<file path="src/ipf_pkg.sv">
`default_nettype none

package ipf_pkg;

    // Packet layout, counted in bytes from the first IPv4 header byte.
    localparam int IP_HDR_BYTES  = 20;
    localparam int UDP_HDR_BYTES = 8;
    localparam int HDR_END       = IP_HDR_BYTES + UDP_HDR_BYTES;

    // Byte position counter: header bytes, then two payload phases.
    localparam int POS_W = 5;
    localparam logic [POS_W-1:0] POS_PROTO     = POS_W'(9);
    localparam logic [POS_W-1:0] POS_SRC_FIRST = POS_W'(12);
    localparam logic [POS_W-1:0] POS_SRC_SUM   = POS_W'(13);
    localparam logic [POS_W-1:0] POS_DST_FIRST = POS_W'(16);
    localparam logic [POS_W-1:0] POS_IP_END    = POS_W'(IP_HDR_BYTES);
    localparam logic [POS_W-1:0] POS_PORT_LO   = POS_W'(23);
    localparam logic [POS_W-1:0] POS_LEN_LO    = POS_W'(25);
    localparam logic [POS_W-1:0] POS_HDR_LAST  = POS_W'(HDR_END - 1);
    localparam logic [POS_W-1:0] POS_PAY_HI    = POS_W'(HDR_END);
    localparam logic [POS_W-1:0] POS_PAY_LO    = POS_W'(HDR_END + 1);

    localparam logic [15:0] UDP_HDR_LEN = 16'(UDP_HDR_BYTES);
    localparam logic [15:0] SUM_ALL_ONES = 16'hFFFF;

    // Configuration register indexes.
    localparam int CFG_IDX_W = 2;
    localparam logic [CFG_IDX_W-1:0] CFG_SRC_IP   = 2'd0;
    localparam logic [CFG_IDX_W-1:0] CFG_DST_IP   = 2'd1;
    localparam logic [CFG_IDX_W-1:0] CFG_DST_PORT = 2'd2;
    localparam int CFG_DATA_W = 32;

    localparam logic [31:0] RST_SRC_IP   = 32'd167837962;
    localparam logic [31:0] RST_DST_IP   = 32'd167838152;
    localparam logic [15:0] RST_DST_PORT = 16'd42069;

    // Result queue between the parser and the verdict stage.
    localparam int QUEUE_DEPTH = 2;
    localparam int QUEUE_PTR_W = $clog2(QUEUE_DEPTH);
    localparam int QUEUE_CNT_W = $clog2(QUEUE_DEPTH + 1);

    // One pending result as classified by the parser.
    typedef struct packed {
        logic [7:0]  data;
        logic        byte_valid;
        logic        packet_end;
        logic        hdr_ok;
        logic [19:0] ip_sum;
        logic [31:0] udp_sum;
    } ipf_entry_t;

endpackage

`default_nettype wire

</file>
<file path="src/ipf_front.sv">
`default_nettype none

module ipf_front (
    input  wire logic                         clk,
    input  wire logic                         rst_n,
    input  wire logic                         in_valid,
    input  wire logic                         queue_full,
    input  wire logic [7:0]                   stream_byte,
    input  wire logic                         cfg_valid,
    input  wire logic [ipf_pkg::CFG_IDX_W-1:0] cfg_index,
    input  wire logic [ipf_pkg::CFG_DATA_W-1:0] cfg_data,
    output logic                              push,
    output ipf_pkg::ipf_entry_t               push_entry
);

    logic [31:0] src_cfg_reg;
    logic [31:0] dst_cfg_reg;
    logic [15:0] port_cfg_reg;

    logic [ipf_pkg::POS_W-1:0] pos_reg, pos_next;
    logic [19:0] ip_sum_reg, ip_sum_next;
    logic [31:0] udp_sum_reg, udp_sum_next;
    logic [31:0] src_reg, src_next;
    logic [31:0] dst_reg, dst_next;
    logic [15:0] port_reg, port_next;
    logic [15:0] len_reg, len_next;
    logic [7:0]  hold_reg, hold_next;
    logic        len_bad_reg, len_bad_next;

    logic        accept;
    logic [15:0] word;
    logic [17:0] udp_add;
    logic [31:0] udp_upd;
    logic        finish;
    logic        last;

    assign accept = in_valid && !queue_full;
    assign word   = {hold_reg, stream_byte};

    // Configuration registers; writes to unknown indexes are dropped.
    always_ff @(posedge clk or negedge rst_n)
    begin
        if (!rst_n)
        begin
            src_cfg_reg  <= ipf_pkg::RST_SRC_IP;
            dst_cfg_reg  <= ipf_pkg::RST_DST_IP;
            port_cfg_reg <= ipf_pkg::RST_DST_PORT;
        end
        else if (cfg_valid)
        begin
            unique case (cfg_index)
                ipf_pkg::CFG_SRC_IP:   src_cfg_reg  <= cfg_data[31:0];
                ipf_pkg::CFG_DST_IP:   dst_cfg_reg  <= cfg_data[31:0];
                ipf_pkg::CFG_DST_PORT: port_cfg_reg <= cfg_data[15:0];
                default: ;
            endcase
        end
    end

    // Parser: walks the header, sums words and classifies each byte.
    always_comb
    begin
        pos_next     = pos_reg;
        ip_sum_next  = ip_sum_reg;
        src_next     = src_reg;
        dst_next     = dst_reg;
        port_next    = port_reg;
        len_next     = len_reg;
        hold_next    = hold_reg;
        len_bad_next = len_bad_reg;
        udp_add      = '0;
        finish       = 1'b0;
        last         = (len_reg <= 16'd1);
        push         = 1'b0;
        push_entry.data       = '0;
        push_entry.byte_valid = 1'b0;
        push_entry.packet_end = 1'b0;

        if (pos_reg >= ipf_pkg::POS_PAY_HI)
        begin
            // Payload byte: always passed on, last one closes the packet.
            len_next              = len_reg - 16'd1;
            push                  = accept;
            push_entry.data       = stream_byte;
            push_entry.byte_valid = 1'b1;
            finish                = last;
            if (pos_reg == ipf_pkg::POS_PAY_HI)
            begin
                hold_next = stream_byte;
                pos_next  = ipf_pkg::POS_PAY_LO;
                if (last)
                begin
                    udp_add = {2'b00, stream_byte, 8'h00};
                end
            end
            else
            begin
                udp_add  = {2'b00, word};
                pos_next = ipf_pkg::POS_PAY_HI;
            end
        end
        else
        begin
            if (!pos_reg[0])
            begin
                hold_next = stream_byte;
            end
            else if (pos_reg < ipf_pkg::POS_IP_END)
            begin
                ip_sum_next = ip_sum_reg + 20'(word);
                if (pos_reg == ipf_pkg::POS_PROTO)
                begin
                    udp_add = {10'd0, stream_byte};
                end
                else if (pos_reg >= ipf_pkg::POS_SRC_SUM)
                begin
                    udp_add = {2'b00, word};
                end
            end
            else
            begin
                udp_add = {2'b00, word};
                if (pos_reg == ipf_pkg::POS_PORT_LO)
                begin
                    port_next = word;
                end
                if (pos_reg == ipf_pkg::POS_LEN_LO)
                begin
                    // Length enters the pseudo-header sum as well.
                    udp_add      = {1'b0, word, 1'b0};
                    len_next     = word;
                    len_bad_next = (word < ipf_pkg::UDP_HDR_LEN);
                end
            end

            if (pos_reg >= ipf_pkg::POS_SRC_FIRST && pos_reg < ipf_pkg::POS_DST_FIRST)
            begin
                src_next = {src_reg[23:0], stream_byte};
            end
            if (pos_reg >= ipf_pkg::POS_DST_FIRST && pos_reg < ipf_pkg::POS_IP_END)
            begin
                dst_next = {dst_reg[23:0], stream_byte};
            end

            if (pos_reg == ipf_pkg::POS_HDR_LAST)
            begin
                if (len_bad_reg || len_reg == ipf_pkg::UDP_HDR_LEN)
                begin
                    // Empty payload or short length: the verdict closes the packet right here.
                    finish = 1'b1;
                    push   = accept;
                end
                else
                begin
                    len_next = len_reg - ipf_pkg::UDP_HDR_LEN;
                    pos_next = ipf_pkg::POS_PAY_HI;
                end
            end
            else
            begin
                pos_next = pos_reg + ipf_pkg::POS_W'(1);
            end
        end

        udp_upd      = udp_sum_reg + 32'(udp_add);
        udp_sum_next = udp_upd;

        push_entry.packet_end = finish;
        push_entry.hdr_ok     = !len_bad_reg && (src_reg == src_cfg_reg)
                                && (dst_reg == dst_cfg_reg) && (port_reg == port_cfg_reg);
        push_entry.ip_sum     = ip_sum_reg;
        push_entry.udp_sum    = udp_upd;

        // Every packet end starts the next packet from a clean state.
        if (finish)
        begin
            pos_next     = '0;
            ip_sum_next  = '0;
            udp_sum_next = '0;
            src_next     = '0;
            dst_next     = '0;
            port_next    = '0;
            len_next     = '0;
            hold_next    = '0;
            len_bad_next = 1'b0;
        end
    end

    // Parser state advances only on an accepted byte.
    always_ff @(posedge clk or negedge rst_n)
    begin
        if (!rst_n)
        begin
            pos_reg     <= '0;
            ip_sum_reg  <= '0;
            udp_sum_reg <= '0;
            src_reg     <= '0;
            dst_reg     <= '0;
            port_reg    <= '0;
            len_reg     <= '0;
            hold_reg    <= '0;
            len_bad_reg <= 1'b0;
        end
        else if (accept)
        begin
            pos_reg     <= pos_next;
            ip_sum_reg  <= ip_sum_next;
            udp_sum_reg <= udp_sum_next;
            src_reg     <= src_next;
            dst_reg     <= dst_next;
            port_reg    <= port_next;
            len_reg     <= len_next;
            hold_reg    <= hold_next;
            len_bad_reg <= len_bad_next;
        end
    end

endmodule

`default_nettype wire

</file>
<file path="src/ipf_queue.sv">
`default_nettype none

module ipf_queue (
    input  wire logic                clk,
    input  wire logic                rst_n,
    input  wire logic                push,
    input  wire ipf_pkg::ipf_entry_t push_entry,
    input  wire logic                pop,
    output logic                     full,
    output logic                     not_empty,
    output ipf_pkg::ipf_entry_t      head
);

    ipf_pkg::ipf_entry_t mem_reg [ipf_pkg::QUEUE_DEPTH];

    logic [ipf_pkg::QUEUE_PTR_W-1:0] wr_ptr_reg;
    logic [ipf_pkg::QUEUE_PTR_W-1:0] rd_ptr_reg;
    logic [ipf_pkg::QUEUE_CNT_W-1:0] count_reg;
    logic                             do_push;
    logic                             do_pop;

    assign full      = (count_reg == ipf_pkg::QUEUE_CNT_W'(ipf_pkg::QUEUE_DEPTH));
    assign not_empty = (count_reg != '0);
    assign head      = mem_reg[rd_ptr_reg];
    assign do_push   = push && !full;
    assign do_pop    = pop && not_empty;

    // Entry storage.
    always_ff @(posedge clk)
    begin
        if (do_push)
        begin
            mem_reg[wr_ptr_reg] <= push_entry;
        end
    end

    // Pointers and fill count.
    always_ff @(posedge clk or negedge rst_n)
    begin
        if (!rst_n)
        begin
            wr_ptr_reg <= '0;
            rd_ptr_reg <= '0;
            count_reg  <= '0;
        end
        else
        begin
            if (do_push)
            begin
                wr_ptr_reg <= wr_ptr_reg + ipf_pkg::QUEUE_PTR_W'(1);
            end
            if (do_pop)
            begin
                rd_ptr_reg <= rd_ptr_reg + ipf_pkg::QUEUE_PTR_W'(1);
            end
            if (do_push && !do_pop)
            begin
                count_reg <= count_reg + ipf_pkg::QUEUE_CNT_W'(1);
            end
            else if (do_pop && !do_push)
            begin
                count_reg <= count_reg - ipf_pkg::QUEUE_CNT_W'(1);
            end
        end
    end

endmodule

`default_nettype wire

</file>
<file path="src/ipf_back.sv">
`default_nettype none

module ipf_back (
    input  wire logic                clk,
    input  wire logic                rst_n,
    input  wire logic                head_valid,
    input  wire ipf_pkg::ipf_entry_t head,
    input  wire logic                out_stall,
    output logic                     pop,
    output logic                     out_valid,
    output logic [7:0]               payload_byte,
    output logic                     byte_valid,
    output logic                     packet_end,
    output logic                     packet_keep
);

    logic       out_valid_reg;
    logic [7:0] payload_reg;
    logic       byte_valid_reg;
    logic       packet_end_reg;
    logic       packet_keep_reg;
    logic       keep;

    // True when the one's-complement fold of a sum is all ones.
    function automatic logic fold_is_ones(input logic [31:0] s);
        logic [16:0] s1;
        logic [16:0] s2;
        s1 = 17'(s[15:0]) + 17'(s[31:16]);
        s2 = 17'(s1[15:0]) + 17'(s1[16]);
        return (s2 == 17'(ipf_pkg::SUM_ALL_ONES));
    endfunction

    assign pop  = head_valid && (!out_valid_reg || !out_stall);
    assign keep = head.packet_end && head.hdr_ok
                  && fold_is_ones(32'(head.ip_sum)) && fold_is_ones(head.udp_sum);

    // Output register: loads a new result whenever the old one is gone.
    always_ff @(posedge clk or negedge rst_n)
    begin
        if (!rst_n)
        begin
            out_valid_reg <= 1'b0;
        end
        else if (pop)
        begin
            out_valid_reg <= 1'b1;
        end
        else if (!out_stall)
        begin
            out_valid_reg <= 1'b0;
        end
    end

    always_ff @(posedge clk)
    begin
        if (pop)
        begin
            payload_reg     <= head.data;
            byte_valid_reg  <= head.byte_valid;
            packet_end_reg  <= head.packet_end;
            packet_keep_reg <= keep;
        end
    end

    assign out_valid    = out_valid_reg;
    assign payload_byte = payload_reg;
    assign byte_valid   = byte_valid_reg;
    assign packet_end   = packet_end_reg;
    assign packet_keep  = packet_keep_reg;

endmodule

`default_nettype wire

</file>
<file path="src/ipv4_udp_packet_filter.sv">
// Channel   Direction  Handshake               Payload
// input     in         in_valid / in_stall     stream_byte
// output    out        out_valid / out_stall   payload_byte, byte_valid, packet_end, packet_keep
// config    in         cfg_valid / cfg_ready   cfg_index, cfg_data
//
// One byte is taken per cycle while in_stall is low; the parser sums it in that same cycle.
// A result passes through the result queue, then the output register.
// Header bytes other than the closing byte of an empty or short packet give no result.
// in_stall rises only when the two-entry result queue is full; cfg_ready is always high.
// Reset restores the match registers and starts parsing at the first header byte.
`default_nettype none

module ipv4_udp_packet_filter (
    input  wire logic                            clk,
    input  wire logic                            rst_n,
    input  wire logic                            in_valid,
    output logic                                 in_stall,
    input  wire logic [7:0]                      stream_byte,
    output logic                                 out_valid,
    input  wire logic                            out_stall,
    output logic [7:0]                           payload_byte,
    output logic                                 byte_valid,
    output logic                                 packet_end,
    output logic                                 packet_keep,
    input  wire logic                            cfg_valid,
    output logic                                 cfg_ready,
    input  wire logic [ipf_pkg::CFG_IDX_W-1:0]   cfg_index,
    input  wire logic [ipf_pkg::CFG_DATA_W-1:0]  cfg_data
);

    logic                queue_full;
    logic                push;
    ipf_pkg::ipf_entry_t push_entry;
    logic                pop;
    logic                head_valid;
    ipf_pkg::ipf_entry_t head;

    assign in_stall  = queue_full;
    assign cfg_ready = 1'b1;

    // Parser and classifier.
    ipf_front u_front (
        .clk        (clk),
        .rst_n      (rst_n),
        .in_valid   (in_valid),
        .queue_full (queue_full),
        .stream_byte(stream_byte),
        .cfg_valid  (cfg_valid),
        .cfg_index  (cfg_index),
        .cfg_data   (cfg_data),
        .push       (push),
        .push_entry (push_entry)
    );

    // Result queue between the two sides.
    ipf_queue u_queue (
        .clk       (clk),
        .rst_n     (rst_n),
        .push      (push),
        .push_entry(push_entry),
        .pop       (pop),
        .full      (queue_full),
        .not_empty (head_valid),
        .head      (head)
    );

    // Verdict and output register.
    ipf_back u_back (
        .clk         (clk),
        .rst_n       (rst_n),
        .head_valid  (head_valid),
        .head        (head),
        .out_stall   (out_stall),
        .pop         (pop),
        .out_valid   (out_valid),
        .payload_byte(payload_byte),
        .byte_valid  (byte_valid),
        .packet_end  (packet_end),
        .packet_keep (packet_keep)
    );

endmodule

`default_nettype wire

</file>
<file path="config.mk">
export PLATFORM = sky130hd
export DESIGN_NAME = ipv4_udp_packet_filter
export DESIGN_NICKNAME = d
export VERILOG_FILES = /design/src/ipf_pkg.sv /design/src/ipf_front.sv /design/src/ipf_queue.sv /design/src/ipf_back.sv /design/src/ipv4_udp_packet_filter.sv
export SDC_FILE = /design/constraint.sdc
export NUM_CORES = 1
export LEC_CHECK = 0
export ABC_AREA = 1
export BUFFER_PORTS_ARGS = -buffer_cell sky130_fd_sc_hd__buf_4
export CAP_MARGIN = 30
export CORE_UTILIZATION = 35
export CTS_CLUSTER_SIZE = 20
export DETAILED_ROUTE_END_ITERATION = 12
export PLACE_DENSITY_LB_ADDON = 0.08
export SYNTH_ARGS = -nofsm -noshare
export SYNTH_HDL_FRONTEND = slang
export SYNTH_SLANG_ARGS = --single-unit
</file>
<file path="constraint.sdc">
create_clock -name clk -period 13.3 [get_ports clk]
set_input_delay 0.665 -clock clk [delete_from_list [all_inputs] [get_ports clk]]
set_output_delay 0.665 -clock clk [all_outputs]
set_load 0.02 [all_outputs]
</file>
### Yosys cells after proc, flatten, opt, wreduce, memory -nomap -nowiden

Memory sizes are Yosys's and may differ from the RTL's.
Index checks and enable logic that the tools add are counted.

| word-level totals | value |
|---|---|
| logic and storage cells | 161 |
| memories kept | 1 |
| output and inout port bits | 14 |
| flip-flop bits (word level) | 258 |
| input port bits | 47 |
| memory bits (writable) | 126 |

Memories:

| memory | depth | bits a word | rd ports | clocked after Yosys merged registers in | write ports | RTL line | text |
|---|---|---|---|---|---|---|---|
| u_queue.mem_reg | 2 | 63 | 1 | 0 | 1 | ipf_queue.sv:14 | `ipf_pkg::ipf_entry_t mem_reg [ipf_pkg::QUEUE_DEPTH];` |

| cells by class | value |
|---|---|
| equal/unequal tests | 20 |
| multiplexer cells | 58 |
| $lt $le $gt $ge | 8 |
| reductions and logical operators | 41 |
| $add $sub $neg | 13 |

Operator list:

| cell | number |
|---|---|
| $mux 16 | 15 |
| $mux 32 | 7 |
| $mux 20 | 4 |
| $mux 18 | 4 |
| $eq 32x32->1 | 2 |
| $add 16x1->17 | 2 |
| $eq 17x16->1 const B | 2 |
| $add 32x18->32 | 1 |
| $mux 8 | 4 |
| $add 20x16->20 | 1 |
| $eq 5x5->1 const B | 4 |
| $mux 5 | 4 |
| $add 16x16->17 | 1 |
| $add 16x4->17 | 1 |
| $mux 17 | 1 |
| $eq 16x16->1 | 1 |
| $eq 16x4->1 const B | 1 |
| $le 16x1->1 const B | 1 |
| $lt 16x4->1 const B | 1 |
| $mux 1 | 16 |
| $reduce_bool 2->1 | 8 |
| $sub 16x1->16 const B | 1 |
| $sub 16x4->16 const B | 1 |
| $logic_and 1x1->1 | 14 |
| other kinds (23) | 43 |

### Logic depth before layout (Yosys ltp)

| logic depth | value |
|---|---|
| depth in word-level cells | 11 |
| depth in mapped cells | 33 |
| depth with buffers taken out | 29 |

### Modules after synthesis

Synthesis repeated with hierarchy kept, for this count alone.

| second synthesis, totals | value |
|---|---|
| cell total of the unflattened synthesis | 3013 |
| area, all modules | 22653.0 µm² |

Modules (own cells, without submodules):

| module | instances | cells each | seq. area each (µm²) | area an instance (µm²) |
|---|---|---|---|---|
| ipf_front | 1 | 2107 | 6080.8 | 14950.6 |
| ipf_queue | 1 | 360 | 3883.7 | 4838.4 |
| ipf_back | 1 | 544 | 355.3 | 2852.7 |
| ipv4_udp_packet_filter | 1 | 2 | 0.0 | 11.3 |

### Worst setup path before layout

Ideal clock, no wire load.

| timing | value |
|---|---|
| kind | register to register |
| start | register u_front.len_reg[8] |
| end | memory u_queue.mem_reg[0][0] (netlist bit) (enable) |
| data arrival time | 4155 ps |
| period minus slack after synthesis | 4639 ps |
| setup slack | 8661 ps |
| stages on the path, launching flop included | 13 |
| data required time | 12816 ps |
| path buffers | 1 |
| setup time | 484 ps |
| cell sequence | dfrtp_1 buf_6 nor2_4 nand2_1 nor2_2 nand4_1 nand2_1 nand2_2 nand2_2 inv_1 nor2_1 inv_1 nor2_1 |

| between the ends | value |
|---|---|
| word-level cells in the longest chain between the ends | 8 |

RTL lines:

| what | RTL line | text |
|---|---|---|
| start, declared | ipf_front.sv:26 | `logic [15:0] len_reg, len_next;` |
| start signal, assigned | ipf_front.sv:212 | `len_reg <= len_next;` |
| $eq 16x4->1 | ipf_front.sv:147 | `if (len_bad_reg \|\| len_reg == ipf_pkg::UDP_HDR_LEN)` |
| $logic_or 1x1->1 | ipf_front.sv:147 |  |
| $mux 1 | ipf_front.sv:147 |  |
| $mux 1 | ipf_front.sv:145 | `if (pos_reg == ipf_pkg::POS_HDR_LAST)` |
| $mux 1 | ipf_front.sv:79 | `if (pos_reg >= ipf_pkg::POS_PAY_HI)` |
| $logic_and 1x1->1 | ipf_queue.sv:25 | `assign do_push = push && !full;` |
| net u_queue.do_push | ipf_queue.sv:19 | `logic do_push;` |
| $mux 1 | ipf_queue.sv:31 | `if (do_push)` |
| $mux 1 (not written as such) | ipf_queue.sv:33 | `mem_reg[wr_ptr_reg] <= push_entry;` |
| end, declared | ipf_queue.sv:14 |  |

The timed path passes the listed nets, and every way through them passes these cells.

### Worst setup path after layout

| timing | value |
|---|---|
| start | register u_queue.rd_ptr_reg |
| end | register u_back.packet_keep_reg, in the netlist u_back.packet_keep, data pin |

| between the ends | value |
|---|---|
| word-level cells in the longest chain between the ends | 6 |
| elaborated cells on any way between the ends | 10 |
| classes of those cells | add/sub: 4; eq/ne: 2; reduce/logical: 3; memory: 1 |

RTL lines:

| what | RTL line | text |
|---|---|---|
| start, declared | ipf_queue.sv:17 | `logic [ipf_pkg::QUEUE_PTR_W-1:0] rd_ptr_reg;` |
| start signal, assigned | ipf_queue.sv:54 | `rd_ptr_reg <= rd_ptr_reg + ipf_pkg::QUEUE_PTR_W'(1);` |
| $mem_v2 2x63 (*) | n/a |  |
| $add 16x4->17 | ipf_back.sv:28 | `s1 = 17'(s[15:0]) + 17'(s[31:16]);` |
| $add 16x1->17 | ipf_back.sv:29 | `s2 = 17'(s1[15:0]) + 17'(s1[16]);` |
| $eq 17x16->1 | ipf_back.sv:30 | `return (s2 == 17'(ipf_pkg::SUM_ALL_ONES));` |
| $logic_and 1x1->1 | ipf_back.sv:35 | `&& fold_is_ones(32'(head.ip_sum)) && fold_is_ones(head.udp_sum);` |
| $logic_and 1x1->1 (*) | ipf_back.sv:35 |  |
| net u_back.keep | ipf_back.sv:22 | `logic keep;` |
| end signal, assigned | ipf_back.sv:61 | `packet_keep_reg <= keep;` |
| end, declared | ipf_back.sv:21 | `logic packet_keep_reg;` |

The timed path passes the listed nets; every way through them passes the cells marked *.
A chain may end at the register's enable or synchronous reset.

==> summary.txt <==
Run status
  – Status: finished, final reports clean

Drt
  – DR WL/cell: 18.1 um
  – Antenna Nets Post-Route: 0
  – TritonRoute pass-1 iters: 5
  – Initial detailed-routing violation count: slightly above 900
  – Detailed Route WL: between 60000 and 70000 um
  – DRC violations left: 0
  – DR vias: roughly 17000
  – DR vias/cell: around 5.0

Timing
  – Final Setup Violations: 0
  – Post-route minimum period: approximately 5300 ps
  – Hold Fails Final Rpt: 0
  – Post-route setup TNS: 0 ps
  – Worst hold margin: between 10 and 15 ps
  – Fmax: 0.190 GHz
  – RSZ-0062 raised after global routing: false
  – Worst slew margin relative to its limit: 29.8%
  – Fin crit share: between 30 and 40%
  – Worst-Margin Slew: between 1000 and 1500 ps
  – Final Skew: between 30 and 40 ps
  – Slew Viols, Final: 0

Logic synthesis
  – Seq/Total Area, Yosys: about half
  – EDFF count, synth: 137
  – XOR/XNOR Fraction of Synth Area: under 10%
  – Top FF cell, synth: dfrtp_1
  – Syn_nets: 2601
  – Post-synthesis mux area share: less than 1%
  – Largest family of logic cells by synthesized area: simple AND/OR/NAND/NOR gates
  – Synthesized area: ~0.021 mm^2
  – Synth warn: 0
  – Synth Area in Adders: 4.27%
  – Simple-gate area share of the yosys netlist: between 20% and 30%
  – Yosys reg bits: between 300 and 400
  – Syn Area/Cell: 8.42 um^2
  – Compound-cell area share of the yosys netlist: a little over an eighth
  – Cells after Synth: about 2500
  – Distinct cells, synth: 63
  – Ys async rst share: approximately 64%

Floorplan
  – Die width: about 250 um
  – IO Pins: 61
  – Die Y: between 200 and 250 um
  – Initial Utilization: 35.5%
  – Num rows: 89
  – Area of the die: roughly 0.061 mm^2
  – CORE AREA: between 0.05 and 0.06 mm^2

Setup path
  – Critical Path AT: between 5000 and 6000 ps
  – Max stage delay on crit path: between 800 and 900 ps
  – CP Capture Type: flop
  – WP buf/inv: 2
  – CP max-delay cell: dfrtp_2
  – CP max FO: 63
  – Critical path class: reg2reg
  – Largest delay share family, worst path: simple AND/OR/NAND/NOR gates
  – CP Launch Type: flop
  – CP Data Required Time: 13740 ps

Pwr
  – Pwr Density: approximately 240 mW/mm^2
  – VDD IR max: around 0.00014 V
  – Tot Pwr: roughly 0.0057 W
  – Static Leakage: about 11 nW

CTS
  – CTS Root Cell: clkbuf_16
  – Clock transition at path regs: about 60 ps
  – Longest Clk Path Bufs: 3
  – CTS tree: done
  – Post-cts resize count: 0
  – H-tree depth: 2
  – Worst-Skew Late Latency: ~600 ps
  – Total CTS buffers: 46
  – Post-CTS setup buffers: 0
  – Sink Count: approximately 380
  – CTS Hold Bufs: 0

Final layout
  – Nets: 2650
  – Multi-input gate area: 0.00921 mm^2
  – Max reg flops: approximately 130
  – Layout area overhead: 13.7%
  – # fillers: 6058
  – FF+latch area: a little over 0.01 mm^2
  – Ratio of cells with drive above 1 in the final layout: 9.68%
  – Antenna diodes: 0

Job
  – Max-cap violations: 0

GRT
  – Met2 GRT Util: 33.9%
  – GRT busiest layer: met2
  – Largest net degree at the start of global routing: roughly 180
  – Vias in the first global route: about 16000
  – First-pass GRT wire length: approximately 95000 um
  – GR Overflow Total: 0
  – Met1 layer usage reported by global route: 27.3%
  – GRT Total Usage: about a fifth
  – Met3 usage: under 10%
  – Initial antenna violation count: 1

Place
  – Placer Congestion: between 0.9 and 1
  – Port-buffer cells: 59
  – DP HPWL: 44500 um

Min path
  – Hold Crit Class: in2async
==> cell usage after synthesis (6+ instances only) <==
cell type | number | area, um^2
a22o_1 | 7 | 61.3
o211ai_1 | 11 | 82.6
clkbuf_1 | 41 | 154
o21ai_2 | 10 | 87.6
inv_1 | 267 | 1000
nor2_2 | 8 | 50.1
a211oi_1 | 6 | 45.0
o21ai_1 | 31 | 155
dfrtp_1 | 227 | 5680
nor2_4 | 6 | 67.6
buf_2 | 18 | 90.1
ha_1 | 65 | 813
o22ai_1 | 39 | 244
nand2_1 | 674 | 2530
nand4_1 | 31 | 194
xor2_1 | 64 | 561
nor2_1 | 163 | 612
o221ai_1 | 6 | 52.6
a21oi_1 | 81 | 405
xnor2_1 | 41 | 359
o21ai_0 | 248 | 1240
nand3_1 | 118 | 591
o2111ai_1 | 10 | 87.6
nor3_1 | 23 | 115
o31ai_1 | 8 | 60.1
nor4_1 | 11 | 68.8
inv_2 | 14 | 52.6
nand3b_1 | 8 | 60.1
buf_1 | 6 | 22.5
dfstp_2 | 20 | 526
nand2_2 | 18 | 113
edfxtp_1 | 137 | 4110
==> cell families after synthesis <==
logic type,Yosys count
buffers and inverters,358
muxes,1
and+or+nand+nor,1077
adders and majority gates,69
xor gates and xnor gates,105
DFF,384
AOI/OAI and AO/OA,490
other,1
==> worst paths after layout <==
| kind | start | end | slack, ps | cells after the start |
|---|---|---|---|---|
| min in group clk | out_stall | u_back.out_valid | 300 | 3 |
| max in group asynchronous | rst_n | u_front.ip_sum_reg[3] | 11860 | 2 |
| worst max-delay path | u_queue.rd_ptr_reg | u_back.packet_keep | 8040 | 29 |
| worst min register to register | u_front.port_cfg_reg[7] | u_front.port_cfg_reg[7] | 480 | 2 |
| worst min-delay path | rst_n | u_front.src_reg[27] | 10 | 1 |
| worst max register to register | u_queue.rd_ptr_reg | u_back.packet_keep | 8040 | 29 |
==> where the power goes <==
group,internal [W],switching [W],total [W]
Clock,0.000797,0.000533,0.00133
Sequential,0.00159,0.000292,0.00188
Combinational,0.000818,0.00162,0.00244
Total,0.00321,0.00245,0.00565
==> per-stage QoR <==
step,instances,setup slack [ps],instance area (um^2),util [%]
floorplan,2485,8660,20900,-
global placement,3256,8140,22100,37.5
detailed placement,3258,8040,22200,37.6
CTS,3344,8020,23800,40.3
global route,3345,7470,23800,40.3
finish,3345,8040,23800,40.3
==> placed cells by master, fill, tap and decap left out, types with 10 or more instances in the layout <==
cell type | Yosys | layout
nand2_1 | 674 | 672
inv_1 | 267 | 267
o21ai_0 | 248 | 248
dfrtp_1 | 227 | 226
nor2_1 | 163 | 161
edfxtp_1 | 137 | 137
nand3_1 | 118 | 118
a21oi_1 | 81 | 81
buf_4 | 5 | 70
ha_1 | 65 | 65
xor2_1 | 64 | 64
clkbuf_16 | 0 | 47
xnor2_1 | 41 | 41
o22ai_1 | 39 | 39
nand4_1 | 31 | 31
o21ai_1 | 31 | 31
nor3_1 | 23 | 23
nand2_2 | 18 | 20
dfstp_2 | 20 | 20
inv_2 | 14 | 14
o211ai_1 | 11 | 11
nor4_1 | 11 | 11
o2111ai_1 | 10 | 10
o21ai_2 | 10 | 10
==> area by class of cell <==
type	instances	area share (%)
flip-flops and latches	384	43.4
repair buffers	75	2.62
inverters	284	4.51
multi-input cells	1743	38.7
clock buffers	62	5.51
clock inverters	24	1.24
well taps	773	4.06
==> per-layer routing <==
metal  routed length (um)  share of wire (%)
met1                28000                 46
met2                28800                 48
met3                 2110                3.5
met4                 1740                2.9
met5                    0                  0
Power figures use the tool's default switching activity.
